**src/hdl/dltq_pkg.sv**
```systemverilog
// shared types and constants for the delta list timer queue
// no dependencies; imported by dltq_cell and delta_list_timer_queue
package dltq_pkg;

    localparam int DEF_TIMER_SLOTS = 16;
    localparam int DEF_DELTA_BITS  = 32;

    localparam int TIMEOUT_BITS  = 32;
    localparam int TAG_BITS      = 16;
    localparam int SLOT_OUT_BITS = 4;
    localparam int TICK_BITS     = 32;
    localparam int KIND_BITS     = 3;
    localparam int ACTION_BITS   = 2;
    localparam int S_DATA_BITS   = 56;
    localparam int M_DATA_BITS   = 56;

    typedef enum logic [ACTION_BITS-1:0] {
        ACT_CREATE = 2'd0,
        ACT_DELETE = 2'd1,
        ACT_TICK   = 2'd2,
        ACT_NOP    = 2'd3
    } t_action;

    typedef enum logic [KIND_BITS-1:0] {
        KIND_CREATED    = 3'd0,
        KIND_CREATE_REJ = 3'd1,
        KIND_DELETED    = 3'd2,
        KIND_DELETE_REJ = 3'd3,
        KIND_FIRED      = 3'd4
    } t_kind;

    typedef enum logic [2:0] {
        TOK_NONE,
        TOK_INS,
        TOK_CARRY,
        TOK_DEL,
        TOK_PULL,
        TOK_PASS
    } t_tok_mode;

    typedef enum logic [2:0] {
        ST_IDLE,
        ST_SCAN,
        ST_WALK,
        ST_DEC,
        ST_FIRE,
        ST_EMIT
    } t_state;

    typedef struct packed {
        logic shift_left;
        logic dec;
    } t_cell_cmd;

endpackage

```
**src/hdl/dltq_cell.sv**
```systemverilog
// one cell of the delta list: holds one timer entry and a token stage
// a token moves one cell right per cycle; shift_left pulls the right neighbor
// depends on dltq_pkg
module dltq_cell #(
    parameter int DELTA_BITS = dltq_pkg::DEF_DELTA_BITS,
    parameter int SLOT_BITS  = $clog2(dltq_pkg::DEF_TIMER_SLOTS)
) (
    input  logic                          i_clk,
    input  logic                          i_rst_n,
    input  dltq_pkg::t_cell_cmd           i_cmd,
    input  dltq_pkg::t_tok_mode           i_tok_mode,
    input  logic [DELTA_BITS-1:0]         i_tok_delta,
    input  logic [SLOT_BITS-1:0]          i_tok_slot,
    input  logic [dltq_pkg::TAG_BITS-1:0] i_tok_tag,
    input  logic                          i_nbr_valid,
    input  logic [SLOT_BITS-1:0]          i_nbr_slot,
    input  logic [DELTA_BITS-1:0]         i_nbr_delta,
    input  logic [dltq_pkg::TAG_BITS-1:0] i_nbr_tag,
    output logic                          o_valid,
    output logic [SLOT_BITS-1:0]          o_slot,
    output logic [DELTA_BITS-1:0]         o_delta,
    output logic [dltq_pkg::TAG_BITS-1:0] o_tag,
    output dltq_pkg::t_tok_mode           o_tok_mode,
    output logic [DELTA_BITS-1:0]         o_tok_delta,
    output logic [SLOT_BITS-1:0]          o_tok_slot,
    output logic [dltq_pkg::TAG_BITS-1:0] o_tok_tag
);
    import dltq_pkg::*;

    logic                  r_valid, n_valid;
    logic [SLOT_BITS-1:0]  r_slot, n_slot;
    logic [DELTA_BITS-1:0] r_delta, n_delta;
    logic [TAG_BITS-1:0]   r_tag, n_tag;
    t_tok_mode             r_tok_mode, n_tok_mode;
    logic [DELTA_BITS-1:0] r_tok_delta, n_tok_delta;
    logic [SLOT_BITS-1:0]  r_tok_slot, n_tok_slot;
    logic [TAG_BITS-1:0]   r_tok_tag, n_tok_tag;

    logic [DELTA_BITS:0]   w_sum;
    logic [DELTA_BITS-1:0] w_sum_sat;

    // saturating merge of a removed delta into its successor
    assign w_sum     = {1'b0, r_delta} + {1'b0, i_nbr_delta};
    assign w_sum_sat = w_sum[DELTA_BITS] ? '1 : w_sum[DELTA_BITS-1:0];

    always_comb begin
        n_valid     = r_valid;
        n_slot      = r_slot;
        n_delta     = r_delta;
        n_tag       = r_tag;
        n_tok_mode  = TOK_NONE;
        n_tok_delta = i_tok_delta;
        n_tok_slot  = i_tok_slot;
        n_tok_tag   = i_tok_tag;

        if (i_cmd.shift_left) begin
            n_valid = i_nbr_valid;
            n_slot  = i_nbr_slot;
            n_delta = i_nbr_delta;
            n_tag   = i_nbr_tag;
        end else if (i_cmd.dec && r_valid && (r_delta != '0)) begin
            n_delta = r_delta - DELTA_BITS'(1);
        end

        case (i_tok_mode)
            TOK_INS: begin
                if (r_valid && (i_tok_delta > r_delta)) begin
                    n_tok_mode  = TOK_INS;
                    n_tok_delta = i_tok_delta - r_delta;
                end else begin
                    n_valid = 1'b1;
                    n_slot  = i_tok_slot;
                    n_delta = i_tok_delta;
                    n_tag   = i_tok_tag;
                    if (r_valid) begin
                        n_tok_mode  = TOK_CARRY;
                        n_tok_delta = r_delta - i_tok_delta;
                        n_tok_slot  = r_slot;
                        n_tok_tag   = r_tag;
                    end else begin
                        n_tok_mode = TOK_PASS;
                    end
                end
            end
            TOK_CARRY: begin
                n_valid = 1'b1;
                n_slot  = i_tok_slot;
                n_delta = i_tok_delta;
                n_tag   = i_tok_tag;
                if (r_valid) begin
                    n_tok_mode  = TOK_CARRY;
                    n_tok_delta = r_delta;
                    n_tok_slot  = r_slot;
                    n_tok_tag   = r_tag;
                end else begin
                    n_tok_mode = TOK_PASS;
                end
            end
            TOK_DEL: begin
                if (r_valid && (r_slot == i_tok_slot)) begin
                    // unlink: take the successor with the merged delta
                    n_tok_mode = TOK_PULL;
                    n_tok_tag  = r_tag;
                    n_valid    = i_nbr_valid;
                    n_slot     = i_nbr_slot;
                    n_delta    = w_sum_sat;
                    n_tag      = i_nbr_tag;
                end else begin
                    n_tok_mode = TOK_DEL;
                end
            end
            TOK_PULL: begin
                n_tok_mode = TOK_PULL;
                n_valid    = i_nbr_valid;
                n_slot     = i_nbr_slot;
                n_delta    = i_nbr_delta;
                n_tag      = i_nbr_tag;
            end
            TOK_PASS: begin
                n_tok_mode = TOK_PASS;
            end
            default: begin
                n_tok_mode = TOK_NONE;
            end
        endcase
    end

    always_ff @(posedge i_clk) begin
        if (!i_rst_n) begin
            r_valid    <= 1'b0;
            r_tok_mode <= TOK_NONE;
        end else begin
            r_valid    <= n_valid;
            r_tok_mode <= n_tok_mode;
        end
    end

    always_ff @(posedge i_clk) begin
        r_slot      <= n_slot;
        r_delta     <= n_delta;
        r_tag       <= n_tag;
        r_tok_delta <= n_tok_delta;
        r_tok_slot  <= n_tok_slot;
        r_tok_tag   <= n_tok_tag;
    end

    assign o_valid     = r_valid;
    assign o_slot      = r_slot;
    assign o_delta     = r_delta;
    assign o_tag       = r_tag;
    assign o_tok_mode  = r_tok_mode;
    assign o_tok_delta = r_tok_delta;
    assign o_tok_slot  = r_tok_slot;
    assign o_tok_tag   = r_tok_tag;

endmodule
```
**config.mk**
```make
export PLATFORM = sky130hd
export DESIGN_NAME = dltq_cell
export DESIGN_NICKNAME = d
export VERILOG_FILES = /design/src/hdl/dltq_pkg.sv /design/src/hdl/dltq_cell.sv
export SDC_FILE = /design/constraint.sdc
export NUM_CORES = 1
export LEC_CHECK = 0
export BUFFER_PORTS_ARGS = -buffer_cell sky130_fd_sc_hd__buf_2
export CORE_ASPECT_RATIO = 0.8
export CORE_MARGIN = 5
export CORE_UTILIZATION = 58
export CTS_BUF_LIST = sky130_fd_sc_hd__clkbuf_2 sky130_fd_sc_hd__clkbuf_4 sky130_fd_sc_hd__clkbuf_8
export CTS_CLUSTER_SIZE = 40
export DETAILED_ROUTE_END_ITERATION = 7
export GPL_TIMING_DRIVEN = 0
export PLACE_DENSITY_LB_ADDON = 0.3
export RECOVER_POWER = 50
export SLEW_MARGIN = 15
export SYNTH_ARGS = -nofsm -noshare
export SYNTH_HDL_FRONTEND = slang
export SYNTH_SLANG_ARGS = --single-unit
```
**constraint.sdc**
```tcl
create_clock -name i_clk -period 4.29 [get_ports i_clk]
set_input_delay 0.429 -clock i_clk [delete_from_list [all_inputs] [get_ports i_clk]]
set_output_delay 0.429 -clock i_clk [all_outputs]
set_load 0.005 [all_outputs]
```
==> impl_metrics.toml <==
[layout]
antenna_cells = 0
nNetsFinal = 1950
regArea_um2 = 2160
areaGrowthSynthToFinish_pct = 14.3
drive_gt1_share_pct = 14.2
multiInputGateArea_um2 = 8110
nFillCells = 1706
layout.cells.non_filler = 1999

[global_route]
grt_pass1_vias = 12500
grt_usage_pct = 41.6
grt_pass1_wl_um = 71200
antenna_found_initial = 0
grt_max_degree = 23
grt-ovfl-total = 0

[worst_setup_path]
max_stage_delay_ps = 750
cp.arrival_ps = 4550
cp.required_ps = 4580
cp-end-kind = "register"
start_kind = "register"
crit_type = "register to register"
path_cells = "ha_1 > buf_2 > nand4_1 > o31ai_2 > o2111ai_1 > a21boi_1 > nand2_1 > a32oi_1 > o21ai_0"
crit_path_top_delay_cell = "o31ai_2"
path_max_fanout = 9

[die]
die-area_um2 = 21900
die_h_um = 133
core_um2 = 18900
io_pins = 220
rows = 45
fp.dieW_um = 164
start_util_pct = 58.5

[pwr]
p_leak_nw = 5.68
powerDensity_nw_per_um2 = 370
power_mw = 4.67
peakVddDrop_v = 0.000186

[placed_design]
gp_congestion = 1.06
placedCellCount = 1983
numPortBuffers = 217
hpwl_um = 38500

[synth]
synth_top_area_share_pct = 19.6
yosysTopAreaCell = "dfxtp_1"
synth.avg_cell_area_um2 = 7.32
synth_xor_area_share_pct = 6.82
synthMostInstantiatedCell = "a21oi_1"
yosys.area_share.simple_pct = 17.4
synth_top_family_by_area = "compound AO/OA/AOI/OAI gates"
async_flop_share_pct = 0
synthMuxAreaShare_pct = 2.06
yosys_warnings = 0
synth_edf_count = 0
yosysSeqAreaShare_pct = 19.6
syn_nets = 1722
syn-cell-area_um2 = 11000
synth-compound-area-share_pct = 35.4
synthAdderAreaFrac_pct = 11.8
synth-main-ff-cell = "dfxtp_1"
ys_ff_latch = 108
synth_area_leaders = "dfxtp_1 20%, ha_1 11%, a21oi_1 6.0%"
syn_inst = 1508
synth_cell_types = 85
yosys-top-cells-count = "132 x a21oi_1, 128 x o21ai_0, 125 x nand2_1"

[timing]
fmax_ghz = 0.235
min_period_ps = 4260
setup-tns-final_ps = 0
rsz0062_at_grt = "false"
slew_headroom_pct = 27.7
hold_violations = 0
setup_viol = 0
fin_skew_ps = 15.3
slew_violations = 0
worst_pin_slew_ps = 1080
fin_crit_sh_pct = 99.3

[clock_network]
clock_latency_ps = 430
cts_tree = "yes"
hold_buffers = 0
cts_sinks = 108
htreeDepth = 3
cts_root_buf = "clkbuf_8"
clk_path_buf_depth = 2
cts_buffers = 9
path_clk_slew_ps = 140

[status]
status = "completed"

[route]
drt_iter0_markers = 2038
routedWlPerCell_um = 24.1
viasPerCell = 6.84
via_count = 13700
final_antenna_net_count = 0
drc = 0
routed_wl_um = 48100
dr.pass1.iters = 8

[min_path]
hold_path.class = "input port to register"

[flow_run]
cap_violations = 0
area by class of cell:
cell class,instances,share of cell area [%]
well taps,258,2.56
clock inverters,7,0.744
repair buffers,217,8.15
flip-flops and latches,108,17.2
plain buffers,79,2.79
multi-input cells,1208,64.3
inverters,113,3.36
clock buffers,9,0.981
power by group:
group | total [mW] | switching (mW) | internal (mW) | leakage, nW
clock network | 0.719 | 0.480 | 0.239 | 0.107
registers | 1.33 | 0.198 | 1.14 | 0.909
logic | 2.62 | 1.64 | 0.977 | 4.66
total | 4.67 | 2.32 | 2.35 | 5.68
registers in the layout, summed over array words and instances (netlist names):
register and count:
o_tok_delta 32, o_tok_tag 16, o_slot 4, o_delta 32, o_tok_mode 3, o_tag 16, o_valid 1, o_tok_slot 4
metrics by stage:
step / util (%) / hold slack (ps) / worst slack, ps / area (um^2)
floorplan: - / 488 / 1280 / 11000
global placement: 66.0 / 471 / 37.7 / 12500
detailed placement: 66.0 / 483 / 51.1 / 12500
CTS: 67.2 / 213 / 10.3 / 12700
global route: 66.9 / 219 / 58.7 / 12600
finish: 66.9 / 220 / 28.7 / 12600
routing by layer:
metal | wire length, um | vias to the layer above | track usage, %
li1 | - | 6035 | -
met1 | 18700 | 6236 | 56.3
met2 | 19500 | 1208 | 60.8
met3 | 7370 | 198 | 12.1
met4 | 2560 | 0 | 19.6
met5 | 0 | - | 0
cells by family (layout without fill, tap and decap cells):
kind of cell | after synthesis | after routing
compound gates | 597 | 597
simple gates | 401 | 401
buf+inv | 192 | 425
flops | 108 | 108
fa+ha+maj | 102 | 102
xor+xnor | 86 | 86
mux | 22 | 22
path summary, 6_finish.rpt:
| check | start | to | slack, ps | cells after the start |
|---|---|---|---|---|
| setup / recovery | o_delta[11] | o_delta[29] | 30 | 9 |
| hold / removal | i_tok_tag[2] | o_tok_tag[2] | 220 | 2 |
| setup reg to reg | o_delta[11] | o_delta[29] | 30 | 9 |
| hold reg to reg | o_tag[8] | o_tok_tag[8] | 520 | 1 |
timing repair:
| action | CTS | global route |
|---|---|---|
| gates resized for setup | 0 | 3 |
| buffers inserted | 0 | 0 |
| endpoints found under the setup margin | 0 | 33 |
cells in the final DEF, fill, tap and decap left out, drive strengths merged, types with 12 or more instances in the layout:
| master | netlist | layout |
|---|---|---|
| a211oi | 15 | 15 |
| a21o | 43 | 43 |
| a21oi | 134 | 134 |
| a221oi | 14 | 14 |
| a22oi | 46 | 46 |
| a31oi | 13 | 13 |
| and2 | 15 | 15 |
| and3 | 13 | 13 |
| buf | 33 | 204 |
| clkbuf | 46 | 101 |
| dfxtp | 108 | 108 |
| ha | 99 | 99 |
| inv | 111 | 113 |
| mux2i | 16 | 16 |
| nand2 | 126 | 126 |
| nand3 | 31 | 31 |
| nand4 | 21 | 21 |
| nor2 | 103 | 103 |
| nor3 | 33 | 33 |
| nor4 | 12 | 12 |
| o211ai | 18 | 18 |
| o21ai | 164 | 164 |
| o21bai | 16 | 16 |
| o22ai | 12 | 12 |
| o31ai | 17 | 17 |
| or3 | 16 | 16 |
| xnor2 | 61 | 61 |
| xor2 | 25 | 25 |
worst max-delay path: cells and delay by family, from the launching register on:
kind	cells	cell delay [ps]
simple gates	2	800
flops	1	690
buf+inv	1	190
compound gates	5	2230
fa+ha+maj	1	190
No activity file was read; power rests on OpenSTA's default activity.
